--- config.mk ---
export PLATFORM = sky130hd
export DESIGN_NAME = landed_state_detector_core
export DESIGN_NICKNAME = d
export VERILOG_FILES = /design/src/rtl/lsd_pkg.sv /design/src/rtl/lsd_front.sv /design/src/rtl/lsd_queue.sv /design/src/rtl/lsd_back.sv /design/src/rtl/landed_state_detector_core.sv
export SDC_FILE = /design/constraint.sdc
export NUM_CORES = 1
export LEC_CHECK = 0
export BUFFER_PORTS_ARGS = -buffer_cell sky130_fd_sc_hd__buf_4
export CORE_MARGIN = 3
export CORE_UTILIZATION = 40
export CTS_BUF_LIST = sky130_fd_sc_hd__clkbuf_16
export DETAILED_ROUTE_END_ITERATION = 6
export GPL_ROUTABILITY_DRIVEN = 1
export SETUP_SLACK_MARGIN = 0.1
export SLEW_MARGIN = 20
export SYNTH_ARGS = -nofsm -noshare
export SYNTH_HDL_FRONTEND = slang
export SYNTH_SLANG_ARGS = --single-unit
--- constraint.sdc ---
create_clock -name clk -period 7.7 [get_ports clk]
set_clock_uncertainty 0.2 [all_clocks]
set_input_delay 1.54 -clock clk [delete_from_list [all_inputs] [get_ports clk]]
set_output_delay 1.54 -clock clk [all_outputs]
set_load 0.005 [all_outputs]
--- src/rtl/lsd_pkg.sv ---
// Shared types, constants and register codes for the landed-state detector.
// No dependencies; every other file in rtl/ refers to this package by scope.
package lsd_pkg;

    localparam int SAMPLE_WIDTH_DEF = 16;
    localparam int TIME_WIDTH_DEF   = 32;

    localparam int NOW_W      = 32;
    localparam int RATE_W     = 16;
    localparam int CFG_DATA_W = 32;
    localparam int CFG_IDX_W  = 3;

    // register indexes
    localparam logic [CFG_IDX_W-1:0] CFG_RATE_CHANGE_THR = 3'd0;
    localparam logic [CFG_IDX_W-1:0] CFG_RATE_ZERO_THR   = 3'd1;
    localparam logic [CFG_IDX_W-1:0] CFG_ACCEL_ZERO_THR  = 3'd2;
    localparam logic [CFG_IDX_W-1:0] CFG_QUIET_TIME      = 3'd3;
    localparam logic [CFG_IDX_W-1:0] CFG_SAMPLE_PERIOD   = 3'd4;

    // register reset values
    localparam logic [15:0] RST_RATE_CHANGE_THR = 16'd15;
    localparam logic [14:0] RST_RATE_ZERO_THR   = 15'd150;
    localparam logic [14:0] RST_ACCEL_ZERO_THR  = 15'd25;
    localparam logic [31:0] RST_QUIET_TIME      = 32'd250;
    localparam logic [31:0] RST_SAMPLE_PERIOD   = 32'd20000;

    localparam int Q_DEPTH = 2;
    localparam int Q_PTR_W = (Q_DEPTH > 1) ? $clog2(Q_DEPTH) : 1;
    localparam int Q_CNT_W = $clog2(Q_DEPTH + 1);

    typedef struct packed {
        logic [15:0] rate_change_thr;
        logic [14:0] rate_zero_thr;
        logic [14:0] accel_zero_thr;
        logic [31:0] quiet_time;
        logic [31:0] sample_period;
    } lsd_cfg_t;

    // classified sample passed from front to back
    typedef struct packed {
        logic [NOW_W-1:0]         now_us;
        logic signed [RATE_W-1:0] rate_roll;
        logic signed [RATE_W-1:0] rate_pitch;
        logic signed [RATE_W-1:0] rate_yaw;
        logic                     rotating;
        logic                     accelerating;
        logic                     imu_ready;
        logic                     motors_stopped;
    } lsd_item_t;

    typedef struct packed {
        logic full;
        logic empty;
    } lsd_qstat_t;

endpackage

--- src/rtl/lsd_front.sv ---
// Front end: takes sensor words, flags rotation and acceleration, holds one word.
// Depends on lsd_pkg; feeds lsd_queue.
module lsd_front
(
    input  logic                              clk,
    input  logic                              rst_n,
    input  logic                              in_valid,
    output logic                              in_stall,
    input  logic [lsd_pkg::NOW_W-1:0]         now_us,
    input  logic signed [lsd_pkg::RATE_W-1:0] rate_roll,
    input  logic signed [lsd_pkg::RATE_W-1:0] rate_pitch,
    input  logic signed [lsd_pkg::RATE_W-1:0] rate_yaw,
    input  logic signed [lsd_pkg::RATE_W-1:0] accel_vertical,
    input  logic                              imu_ready,
    input  logic                              motors_stopped,
    input  lsd_pkg::lsd_cfg_t                 cfg,
    input  logic                              q_full,
    output logic                              q_push,
    output lsd_pkg::lsd_item_t                q_item
);

    function automatic logic [lsd_pkg::RATE_W-1:0] mag(
        input logic signed [lsd_pkg::RATE_W-1:0] v
    );
        return v[lsd_pkg::RATE_W-1] ? lsd_pkg::RATE_W'(-v) : lsd_pkg::RATE_W'(v);
    endfunction

    logic               fr_valid_reg;
    logic               fr_valid_next;
    lsd_pkg::lsd_item_t fr_item_reg;
    lsd_pkg::lsd_item_t item_cls;
    logic               take;
    logic [lsd_pkg::RATE_W-1:0] rate_thr;
    logic [lsd_pkg::RATE_W-1:0] accel_thr;

    assign in_stall = fr_valid_reg && q_full;
    assign q_push   = fr_valid_reg && !q_full;
    assign take     = in_valid && !in_stall;
    assign q_item   = fr_item_reg;

    assign rate_thr  = lsd_pkg::RATE_W'(cfg.rate_zero_thr);
    assign accel_thr = lsd_pkg::RATE_W'(cfg.accel_zero_thr);

    always_comb
    begin
        item_cls.now_us         = now_us;
        item_cls.rate_roll      = rate_roll;
        item_cls.rate_pitch     = rate_pitch;
        item_cls.rate_yaw       = rate_yaw;
        item_cls.rotating       = (mag(rate_roll) > rate_thr) || (mag(rate_pitch) > rate_thr)
                                  || (mag(rate_yaw) > rate_thr);
        item_cls.accelerating   = mag(accel_vertical) > accel_thr;
        item_cls.imu_ready      = imu_ready;
        item_cls.motors_stopped = motors_stopped;
    end

    assign fr_valid_next = take || (fr_valid_reg && !q_push);

    always_ff @(posedge clk or negedge rst_n)
    begin
        if (!rst_n)
        begin
            fr_valid_reg <= 1'b0;
        end
        else
        begin
            fr_valid_reg <= fr_valid_next;
        end
    end

    always_ff @(posedge clk)
    begin
        if (take)
        begin
            fr_item_reg <= item_cls;
        end
    end

endmodule

--- src/rtl/lsd_queue.sv ---
// Short word queue between front and back end so each side stalls on its own.
// Depends on lsd_pkg for the word type and depth.
module lsd_queue
(
    input  logic                clk,
    input  logic                rst_n,
    input  logic                push,
    input  lsd_pkg::lsd_item_t  push_item,
    input  logic                pop,
    output lsd_pkg::lsd_item_t  pop_item,
    output lsd_pkg::lsd_qstat_t status
);

    lsd_pkg::lsd_item_t           mem_reg [lsd_pkg::Q_DEPTH];
    logic [lsd_pkg::Q_PTR_W-1:0]  wr_ptr_reg;
    logic [lsd_pkg::Q_PTR_W-1:0]  wr_ptr_next;
    logic [lsd_pkg::Q_PTR_W-1:0]  rd_ptr_reg;
    logic [lsd_pkg::Q_PTR_W-1:0]  rd_ptr_next;
    logic [lsd_pkg::Q_CNT_W-1:0]  cnt_reg;
    logic [lsd_pkg::Q_CNT_W-1:0]  cnt_next;
    logic                         do_push;
    logic                         do_pop;

    assign status.full  = (cnt_reg == lsd_pkg::Q_CNT_W'(lsd_pkg::Q_DEPTH));
    assign status.empty = (cnt_reg == '0);
    assign do_push      = push && !status.full;
    assign do_pop       = pop && !status.empty;
    assign pop_item     = mem_reg[rd_ptr_reg];

    always_comb
    begin
        wr_ptr_next = wr_ptr_reg;
        rd_ptr_next = rd_ptr_reg;
        cnt_next    = cnt_reg;
        if (do_push)
        begin
            wr_ptr_next = (wr_ptr_reg == lsd_pkg::Q_PTR_W'(lsd_pkg::Q_DEPTH - 1)) ?
                          '0 : wr_ptr_reg + 1'b1;
        end
        if (do_pop)
        begin
            rd_ptr_next = (rd_ptr_reg == lsd_pkg::Q_PTR_W'(lsd_pkg::Q_DEPTH - 1)) ?
                          '0 : rd_ptr_reg + 1'b1;
        end
        case ({do_push, do_pop})
            2'b10:   cnt_next = cnt_reg + 1'b1;
            2'b01:   cnt_next = cnt_reg - 1'b1;
            default: cnt_next = cnt_reg;
        endcase
    end

    always_ff @(posedge clk or negedge rst_n)
    begin
        if (!rst_n)
        begin
            wr_ptr_reg <= '0;
            rd_ptr_reg <= '0;
            cnt_reg    <= '0;
        end
        else
        begin
            wr_ptr_reg <= wr_ptr_next;
            rd_ptr_reg <= rd_ptr_next;
            cnt_reg    <= cnt_next;
        end
    end

    always_ff @(posedge clk)
    begin
        if (do_push)
        begin
            mem_reg[wr_ptr_reg] <= push_item;
        end
    end

endmodule

--- src/rtl/lsd_back.sv ---
// Back end: timestamp records, decimated steadiness check and on_ground output register.
// Depends on lsd_pkg; drains lsd_queue.
module lsd_back
#(
    parameter int SAMPLE_WIDTH = lsd_pkg::SAMPLE_WIDTH_DEF,
    parameter int TIME_WIDTH   = lsd_pkg::TIME_WIDTH_DEF
)
(
    input  logic               clk,
    input  logic               rst_n,
    input  lsd_pkg::lsd_cfg_t  cfg,
    input  logic               q_valid,
    input  lsd_pkg::lsd_item_t q_item,
    output logic               q_pop,
    output logic               out_valid,
    input  logic               out_stall,
    output logic               on_ground
);

    localparam int DIFF_W = ((SAMPLE_WIDTH > lsd_pkg::RATE_W) ? SAMPLE_WIDTH : lsd_pkg::RATE_W) + 1;

    logic [TIME_WIDTH-1:0] last_unsteady_reg;
    logic [TIME_WIDTH-1:0] last_unsteady_next;
    logic [TIME_WIDTH-1:0] last_rotating_reg;
    logic [TIME_WIDTH-1:0] last_rotating_next;
    logic [TIME_WIDTH-1:0] last_accel_reg;
    logic [TIME_WIDTH-1:0] last_accel_next;
    logic [TIME_WIDTH-1:0] last_check_reg;
    logic [TIME_WIDTH-1:0] last_check_next;
    logic signed [SAMPLE_WIDTH-1:0] prev_reg  [3];
    logic signed [SAMPLE_WIDTH-1:0] prev_next [3];

    logic                           out_valid_reg;
    logic                           out_valid_next;
    logic                           on_ground_reg;
    logic                           on_ground_next;

    logic signed [lsd_pkg::RATE_W-1:0] rate_cur [3];
    logic signed [DIFF_W-1:0]          diff     [3];
    logic [DIFF_W-1:0]                 dmag     [3];
    logic [TIME_WIDTH-1:0]             now_t;
    logic [TIME_WIDTH-1:0]             quiet_t;
    logic [TIME_WIDTH-1:0]             period_t;
    logic [TIME_WIDTH-1:0]             el_check;
    logic [TIME_WIDTH-1:0]             el_unsteady;
    logic [TIME_WIDTH-1:0]             el_rotating;
    logic [TIME_WIDTH-1:0]             el_accel;
    logic                              check;
    logic                              unsteady;
    logic                              take;

    assign take      = q_valid && (!out_valid_reg || !out_stall);
    assign q_pop     = take;
    assign out_valid = out_valid_reg;
    assign on_ground = on_ground_reg;

    assign rate_cur[0] = q_item.rate_roll;
    assign rate_cur[1] = q_item.rate_pitch;
    assign rate_cur[2] = q_item.rate_yaw;

    assign now_t    = TIME_WIDTH'(q_item.now_us);
    assign quiet_t  = TIME_WIDTH'(cfg.quiet_time);
    assign period_t = TIME_WIDTH'(cfg.sample_period);

    // elapsed times wrap modulo 2^TIME_WIDTH
    assign el_check    = now_t - last_check_reg;
    assign el_unsteady = now_t - last_unsteady_reg;
    assign el_rotating = now_t - last_rotating_reg;
    assign el_accel    = now_t - last_accel_reg;
    assign check       = el_check >= period_t;

    always_comb
    begin
        unsteady = 1'b0;
        for (int i = 0; i < 3; i++)
        begin
            diff[i] = DIFF_W'(prev_reg[i]) - DIFF_W'(rate_cur[i]);
            dmag[i] = diff[i][DIFF_W-1] ? DIFF_W'(-diff[i]) : DIFF_W'(diff[i]);
            if (dmag[i] > DIFF_W'(cfg.rate_change_thr))
            begin
                unsteady = 1'b1;
            end
            prev_next[i] = check ? SAMPLE_WIDTH'(rate_cur[i]) : prev_reg[i];
        end
    end

    assign last_check_next    = check ? now_t : last_check_reg;
    assign last_unsteady_next = (check && unsteady) ? now_t : last_unsteady_reg;
    assign last_rotating_next = q_item.rotating ? now_t : last_rotating_reg;
    assign last_accel_next    = q_item.accelerating ? now_t : last_accel_reg;

    // a record refreshed by this word gives zero elapsed time, never above quiet time
    assign on_ground_next = !q_item.imu_ready ||
                            (q_item.motors_stopped && !q_item.rotating && !q_item.accelerating
                             && !(check && unsteady)
                             && (el_unsteady > quiet_t) && (el_rotating > quiet_t)
                             && (el_accel > quiet_t));

    assign out_valid_next = take || (out_valid_reg && out_stall);

    always_ff @(posedge clk or negedge rst_n)
    begin
        if (!rst_n)
        begin
            out_valid_reg     <= 1'b0;
            last_unsteady_reg <= '0;
            last_rotating_reg <= '0;
            last_accel_reg    <= '0;
            last_check_reg    <= '0;
            for (int i = 0; i < 3; i++)
            begin
                prev_reg[i] <= '0;
            end
        end
        else
        begin
            out_valid_reg <= out_valid_next;
            if (take)
            begin
                last_unsteady_reg <= last_unsteady_next;
                last_rotating_reg <= last_rotating_next;
                last_accel_reg    <= last_accel_next;
                last_check_reg    <= last_check_next;
                for (int i = 0; i < 3; i++)
                begin
                    prev_reg[i] <= prev_next[i];
                end
            end
        end
    end

    always_ff @(posedge clk)
    begin
        if (take)
        begin
            on_ground_reg <= on_ground_next;
        end
    end

endmodule

--- src/rtl/landed_state_detector_core.sv ---
// Landed-state detector. on_ground is presented after the input word passes the front
// register, then the queue, then the back-end output register.
// Throughput: one word per cycle when nothing stalls, limited by the back-end record update.
// A two-word queue lets the front keep taking words while a result waits on out_stall.
// Reset: timestamp records and stored rates clear to zero, registers return to defaults,
// front, queue and output are emptied.
module landed_state_detector_core
#(
    parameter int SAMPLE_WIDTH = lsd_pkg::SAMPLE_WIDTH_DEF,
    parameter int TIME_WIDTH   = lsd_pkg::TIME_WIDTH_DEF
)
(
    input  logic                                clk,
    input  logic                                rst_n,
    input  logic                                cfg_we,
    input  logic [lsd_pkg::CFG_IDX_W-1:0]       cfg_index,
    input  logic [lsd_pkg::CFG_DATA_W-1:0]      cfg_data,
    input  logic                                in_valid,
    output logic                                in_stall,
    input  logic [lsd_pkg::NOW_W-1:0]           now_us,
    input  logic signed [lsd_pkg::RATE_W-1:0]   rate_roll,
    input  logic signed [lsd_pkg::RATE_W-1:0]   rate_pitch,
    input  logic signed [lsd_pkg::RATE_W-1:0]   rate_yaw,
    input  logic signed [lsd_pkg::RATE_W-1:0]   accel_vertical,
    input  logic                                imu_ready,
    input  logic                                motors_stopped,
    output logic                                out_valid,
    input  logic                                out_stall,
    output logic                                on_ground
);

    lsd_pkg::lsd_cfg_t   cfg_reg;
    lsd_pkg::lsd_cfg_t   cfg_next;
    lsd_pkg::lsd_item_t  fr_item;
    lsd_pkg::lsd_item_t  bk_item;
    lsd_pkg::lsd_qstat_t q_stat;
    logic                q_push;
    logic                q_pop;

    always_comb
    begin
        cfg_next = cfg_reg;
        if (cfg_we)
        begin
            unique case (cfg_index)
                lsd_pkg::CFG_RATE_CHANGE_THR: cfg_next.rate_change_thr = cfg_data[15:0];
                lsd_pkg::CFG_RATE_ZERO_THR:   cfg_next.rate_zero_thr   = cfg_data[14:0];
                lsd_pkg::CFG_ACCEL_ZERO_THR:  cfg_next.accel_zero_thr  = cfg_data[14:0];
                lsd_pkg::CFG_QUIET_TIME:      cfg_next.quiet_time      = cfg_data[31:0];
                lsd_pkg::CFG_SAMPLE_PERIOD:   cfg_next.sample_period   = cfg_data[31:0];
                default:                      cfg_next = cfg_reg;
            endcase
        end
    end

    always_ff @(posedge clk or negedge rst_n)
    begin
        if (!rst_n)
        begin
            cfg_reg.rate_change_thr <= lsd_pkg::RST_RATE_CHANGE_THR;
            cfg_reg.rate_zero_thr   <= lsd_pkg::RST_RATE_ZERO_THR;
            cfg_reg.accel_zero_thr  <= lsd_pkg::RST_ACCEL_ZERO_THR;
            cfg_reg.quiet_time      <= lsd_pkg::RST_QUIET_TIME;
            cfg_reg.sample_period   <= lsd_pkg::RST_SAMPLE_PERIOD;
        end
        else
        begin
            cfg_reg <= cfg_next;
        end
    end

    lsd_front u_front
    (
        .clk            (clk),
        .rst_n          (rst_n),
        .in_valid       (in_valid),
        .in_stall       (in_stall),
        .now_us         (now_us),
        .rate_roll      (rate_roll),
        .rate_pitch     (rate_pitch),
        .rate_yaw       (rate_yaw),
        .accel_vertical (accel_vertical),
        .imu_ready      (imu_ready),
        .motors_stopped (motors_stopped),
        .cfg            (cfg_reg),
        .q_full         (q_stat.full),
        .q_push         (q_push),
        .q_item         (fr_item)
    );

    lsd_queue u_queue
    (
        .clk       (clk),
        .rst_n     (rst_n),
        .push      (q_push),
        .push_item (fr_item),
        .pop       (q_pop),
        .pop_item  (bk_item),
        .status    (q_stat)
    );

    lsd_back
    #(
        .SAMPLE_WIDTH (SAMPLE_WIDTH),
        .TIME_WIDTH   (TIME_WIDTH)
    )
    u_back
    (
        .clk       (clk),
        .rst_n     (rst_n),
        .cfg       (cfg_reg),
        .q_valid   (!q_stat.empty),
        .q_item    (bk_item),
        .q_pop     (q_pop),
        .out_valid (out_valid),
        .out_stall (out_stall),
        .on_ground (on_ground)
    );

`ifndef SYNTH
    // input only backs up when the queue is full
    a_stall_needs_full: assert property (@(posedge clk) disable iff (!rst_n)
        in_stall |-> q_stat.full)
        else $error("input stalled with room in queue");

    a_queue_status: assert property (@(posedge clk) disable iff (!rst_n)
        !(q_stat.full && q_stat.empty))
        else $error("queue reports full and empty");

    a_pop_nonempty: assert property (@(posedge clk) disable iff (!rst_n)
        q_pop |-> !q_stat.empty)
        else $error("back end took a word from an empty queue");

    // a delivered result with nothing queued leaves the output empty
    a_no_phantom_result: assert property (@(posedge clk) disable iff (!rst_n)
        (out_valid && !out_stall && q_stat.empty) |=> !out_valid)
        else $error("result appeared without a queued word");
`endif

endmodule

==> results of run 1 <==
==> routing by layer <==
metal | up-vias | wire [um] | share of wire
li1 | 13100 | - | -
met1 | 12600 | 47000 | 0.50
met2 | 585 | 39900 | 0.42
met3 | 118 | 4960 | 0.053
met4 | 2 | 2280 | 0.024
met5 | - | 13 | 0.00014
==> metrics by stage <==
| step | setup slack [ns] | instances | util | TNS [ns] | hold WS, ns |
|---|---|---|---|---|---|
| floorplan | 0.806 | 3542 | - | 0 | 0.221 |
| global placement | -0.236 | 4790 | 0.435 | -0.236 | 0.223 |
| detailed placement | -0.269 | 4791 | 0.435 | -0.269 | 0.229 |
| CTS | 0.196 | 4903 | 0.458 | 0 | 0.239 |
| global route | 0.152 | 4907 | 0.459 | 0 | 0.254 |
| finish | 0.576 | 4908 | 0.459 | 0 | 0.236 |
==> worst max-delay path by stage <==
stage	slack, ns	endpoint	start	depth (start not counted)
2_1_floorplan	0.81	u_back.last_unsteady_reg[10]	u_queue.rd_ptr_reg	27
3_3_place_gp	-0.24	u_back.on_ground	u_queue.rd_ptr_reg	22
3_5_place_dp	-0.27	u_back.on_ground	u_queue.rd_ptr_reg	22
4_1_cts	0.20	u_back.on_ground	u_queue.rd_ptr_reg	23
5_1_grt	0.15	u_back.on_ground	u_queue.rd_ptr_reg	24
6_report	0.58	u_back.on_ground	u_queue.rd_ptr_reg	24
==> cell families after synthesis <==
kind of cell,synth area share
adder cells (fa/ha/maj),0.151
flip-flops,0.421
buffers and inverters,0.0435
AND/OR/NAND/NOR,0.117
XOR/XNOR,0.0608
multiplexers,0.0461
AO/OA/AOI/OAI,0.161
==> timing repair <==
action / in CTS / in global routing
resized for setup: 3 / 2
setup endpoints to repair: 1 / 33
hold endpoints to repair: 0 / 0
setup buffers: 0 / 4
==> final cells by class <==
type / count / area share
Multi-Input combinational cell: 2599 / 0.477
Clock buffer: 61 / 0.0381
Inverter: 321 / 0.0301
Sequential cell: 545 / 0.373
Tap cell: 1155 / 0.0361
Clock inverter: 51 / 0.0112
Timing Repair Buffer: 175 / 0.0347
Antenna cell: 1 / 0.0000625
==> cells in the final DEF, fill, tap and decap left out, drive strengths merged, types with 43 or more instances in the layout <==
cell / instances
mux2i: 115
nor2: 181
nand4: 51
a21o: 116
o21ai: 331
o21a: 50
clkbuf: 61
ha: 416
xor2: 53
inv: 340
mux2: 43
a21oi: 205
nand2: 321
nand2b: 50
dfrtp: 270
buf: 175
edfxtp: 253
xnor2: 193
nor3: 43
==> flow_summary.json, run 1 <==
{
  "dpl.hpwl_um": 71500,
  "critPathTopFamily": "compound AO/OA/AOI/OAI gates",
  "cts-hold-fix-buffers": 0,
  "fill_cells": 8343,
  "r2r_slack_ns": 0.58,
  "final_area_um2": 40000,
  "tightestPinTransition_ns": 0.951,
  "fin_crit_sh": 0.925,
  "syn_avg_cell_area_um2": 10.0,
  "final_hold_viol_count": 0,
  "holdCritStartpoint": "u_front.q_item[35]",
  "clock-sinks": 545,
  "cts_buffer_depth": 3,
  "netlist_instances": 3542,
  "rsz0062_at_grt": "no",
  "cts_made_buffers": 59,
  "max_freq_mhz": 140,
  "reg2reg_depth": 24,
  "seq_area_frac_synth": 0.421,
  "pin_count": 141,
  "yosys_register_bits": 545,
  "synth_nets": 4103,
  "htreeDepth": 2,
  "worstPathMaxFanout": 21,
  "drc_errors": 0,
  "worst_setup_path_start_kind": "flip-flop",
  "slowest_delay_ns": 0.53,
  "finalSetupViolations": 0,
  "synth_cell_types": 85,
  "synth_edf_count": 253,
  "overflow": 0,
  "viasPerCell": 5.38,
  "yosysTopAreaCell": "edfxtp_1",
  "rows": 108,
  "grt_pass1_wl_um": 147000,
  "crit_path_end_kind": "flip-flop",
  "syn_to_final_growth_pct": 12.9,
  "yosys_warnings": 0,
  "clockRootBuffer": "clkbuf_16",
  "crit_arrival_ns": 7.30,
  "drtIter0Drc": 1706,
  "status": "complete, no violations",
  "async_flop_share": 0.536,
  "synth_top_area_frac": 0.214,
  "gr-max-usage-layer": "met2",
  "antenna_found_initial": 3,
  "holdPathStages": 0,
  "dieArea_um2": 92200,
  "drv_cap": 0,
  "largest_reg_flops": 168,
  "synth_most_common_cell": "ha_1",
  "slew_viol_final": 0,
  "dieHeight_um": 304,
  "netlist_area_um2": 35500,
  "wire_per_inst_um": 19.2,
  "start_util": 0.406,
  "drive_gt1_frac": 0.0997,
  "nets": 4262,
  "period_minus_slack_ns": 7.12,
  "die_x_um": 304,
  "r2r_start": "u_queue.rd_ptr_reg",
  "synthTopCellsByCount": "416 x ha_1, 322 x o21ai_0, 321 x inv_1, 321 x nand2_1, 270 x dfrtp_1",
  "first_pass_iters": 5,
  "dpl_cell_area_um2": 38000,
  "holdPathEnd": "u_queue.mem_reg[1][35]",
  "regArea_um2": 14900,
  "slowest_stage": "dfrtp_4",
  "clock_latency_ns": 0.64,
  "grt.met1_usage": 0.301,
  "crit_type": "flip-flop to flip-flop",
  "grt_max_degree": 158,
  "cp_cell_sequence": "buf_12 -> buf_4 -> buf_4 -> mux2i_1 -> inv_1 -> ha_1 -> a21o_1 -> a221oi_1 -> o21ai_0 -> nor3_1 -> a211oi_1 -> o31ai_1 -> a21boi_0 -> o21a_1 -> a311o_1 -> xor2_1 -> ha_1 -> nand4_1 -> nor4_4 -> nand2_1 -> nor3_1 -> nor2_1 -> nand4b_1 -> o21ai_1",
  "synth_area_leaders": "edfxtp_1 21%, dfrtp_1 19%, ha_1 15%",
  "place.gp.congestion": 0.900,
  "min_path_type": "flip-flop to flip-flop",
  "cp.required_ns": 7.88,
  "drt_wl_total_um": 94200,
  "slew_headroom": 0.366,
  "coreArea_um2": 87300,
  "rr_endpoint": "u_back.on_ground",
  "ys.flop_type": "dfrtp_1",
  "multi_input_area_um2": 19100,
  "io_buffer_count": 140,
  "antenna_left": 0,
  "grt_use_met2": 0.302,
  "grt_use_met3": 0.0297,
  "clkTransAtPathRegs_ns": 0.06,
  "critical_path_buf_inv_count": 4,
  "cts_tree": "done",
  "num_vias": 26400,
  "track_usage": 0.200,
  "grt_pass1_vias": 25500
}
Power of run 1 is not shown: default switching activity piles up to over one toggle a cycle in this logic, so the estimate is an artifact.
==> inputs of run 2 (changes only) <==
--- a/config.mk
+++ b/config.mk
@@ -5,13 +5,15 @@
 export SDC_FILE = /design/constraint.sdc
 export NUM_CORES = 1
 export LEC_CHECK = 0
-export BUFFER_PORTS_ARGS = -buffer_cell sky130_fd_sc_hd__buf_4
 export CORE_MARGIN = 3
 export CORE_UTILIZATION = 40
 export CTS_BUF_LIST = sky130_fd_sc_hd__clkbuf_16
 export DETAILED_ROUTE_END_ITERATION = 6
+export DONT_BUFFER_PORTS = 1
 export GPL_ROUTABILITY_DRIVEN = 1
+export PLACE_DENSITY = 0.51
 export SETUP_SLACK_MARGIN = 0.1
+export SKIP_LAST_GASP = 1
 export SLEW_MARGIN = 20
 export SYNTH_ARGS = -nofsm -noshare
 export SYNTH_HDL_FRONTEND = slang
==> flow_summary.json, run 2 (synthesis gave the netlist of run 1 again) <==
{
  "status": "complete, no violations",
  "grt_pass1_wl_um": 151000,
  "r2r_slack_ns": 0.55,
  "period_minus_slack_ns": 7.15,
  "cts_tree": "done",
  "start_util": 0.406,
  "pin_count": 141,
  "grt_max_degree": 293,
  "htreeDepth": 3,
  "crit_type": "flip-flop to flip-flop",
  "min_path_type": "flip-flop to flip-flop",
  "clkTransAtPathRegs_ns": 0.06,
  "num_vias": 25700,
  "drtIter0Drc": 1797,
  "final_hold_viol_count": 0,
  "track_usage": 0.210,
  "fin_crit_sh": 0.928,
  "drv_cap": 0,
  "coreArea_um2": 87300,
  "max_freq_mhz": 140,
  "io_buffer_count": 0,
  "largest_reg_flops": 168,
  "syn_to_final_growth_pct": 10.1,
  "fin_setup_tns_ns": 0,
  "viasPerCell": 5.37,
  "drc_errors": 0,
  "rsz0062_at_grt": "no",
  "rows": 108,
  "overflow": 0,
  "endpoint": "u_back.on_ground",
  "worstSetupStartpoint": "u_queue.rd_ptr_reg",
  "finalSetupViolations": 0,
  "final_common_cell": "ha_1",
  "dpl.hpwl_um": 73700,
  "reg2reg_depth": 25,
  "tightestPinTransition_ns": 0.996,
  "clock-sinks": 545,
  "drive_gt1_frac": 0.0660,
  "r2r_start": "u_queue.rd_ptr_reg",
  "slew_viol_final": 0,
  "worstPathMaxFanout": 17,
  "wire_per_inst_um": 20.6,
  "place.gp.congestion": 0.845,
  "final_cell_mix": "416 x ha_1, 336 x inv_1, 322 x o21ai_0",
  "crit_path_end_kind": "flip-flop",
  "crit_arrival_ns": 7.30,
  "antenna_left": 0,
  "dieArea_um2": 92200,
  "drt_wl_total_um": 98400,
  "cts_buffer_depth": 3,
  "dieHeight_um": 304,
  "slew_headroom": 0.331,
  "clock_latency_ns": 0.61,
  "clockRootBuffer": "clkbuf_16",
  "cts_made_buffers": 66,
  "antenna_found_initial": 5,
  "first_pass_iters": 5,
  "rr_endpoint": "u_back.on_ground",
  "die_x_um": 304,
  "cp.required_ns": 7.86,
  "nets": 4127,
  "grt_pass1_vias": 24700,
  "worst_setup_path_start_kind": "flip-flop"
}
[run 2: cell count changes in the layout (fill, tap and decap cells not counted), moves of 2 or more]
cell,change
clkinvlp_4,+2
clkinv_1,+4
clkbuf_16,+7
bufinv_16,-4
inv_1,-2
buf_4,-139
diode_2,+3
[run 2: layout make-up]
cell class,count,area (um^2)
timing repair buffer,33,285
fill,8477,48300
tap,1155,1450
sequential,545,14900
clock inverter,54,370
clock buffer,68,1700
inverter,321,1200
multi-input combinational,2599,19100
antenna,4,10.0
[run 2: worst min path at each step]
| stage | start | end | cells after the start | slack, ns |
|---|---|---|---|---|
| after floorplan | u_front.q_item[0] | u_queue.mem_reg[0][0] | 0 | 0.22 |
| final | u_front.q_item[63] | u_queue.mem_reg[0][63] | 0 | 0.24 |
| after CTS | u_front.q_item[75] | u_queue.mem_reg[0][75] | 0 | 0.23 |
| after detailed placement | u_front.q_item[75] | u_queue.mem_reg[1][75] | 0 | 0.23 |
| after global routing | u_front.q_item[22] | u_queue.mem_reg[1][22] | 0 | 0.25 |
| after global placement | u_front.q_item[54] | u_queue.mem_reg[0][54] | 0 | 0.22 |
[run 2: metal layers]
| layer | global-route usage | vias to the layer above | share of wire |
|---|---|---|---|
| met3 | 0.0432 | 117 | 0.062 |
| met1 | 0.322 | 12200 | 0.51 |
| li1 | - | 12800 | - |
| met5 | 0 | - | 0.00033 |
| met2 | 0.300 | 539 | 0.41 |
| met4 | 0.0495 | 4 | 0.022 |
[run 2: timing repair]
item,4_1_cts,5_1_grt
pin swaps,0,0
resized for setup,1,4
setup endpoints to repair,1,1
setup buffers,0,0
hold buffers,0,0
[run 2: critical path, stage by stage, from the launching register on]
cell       delay [ns]
dfrtp_4          0.68
mux2i_1          0.31
inv_1            0.30
fa_1             0.54
a21o_1           0.18
a21oi_1          0.26
o21ai_0          0.18
a31oi_1          0.45
nor3_1           0.16
a2111oi_1        0.63
buf_4            0.25
nor3b_1          0.06
a211oi_1         0.22
a211o_1          0.17
xnor2_1          0.06
ha_1             0.29
nand4_1          0.20
or2_2            0.37
nor4_1           0.36
buf_4            0.18
nand2_1          0.07
o41ai_1          0.32
buf_4            0.17
nor2_1           0.03
nand4b_1         0.13
o21ai_1          0.08
[run 2: stage by stage]
stage                     hold slack, ns  utilization  instances  setup WS, ns  cell area, um^2
after CTS                          0.234        0.447       4775         0.184            39000
after detailed placement           0.230        0.423       4653         0.102            36900
after global placement             0.224        0.423       4653         0.121            36900
after floorplan                    0.221            -       3542         0.806            35500
final                              0.242        0.447       4779         0.551            39000
after global routing               0.250        0.447       4775        0.0519            39000
Power of run 2 is left out for the same reason.
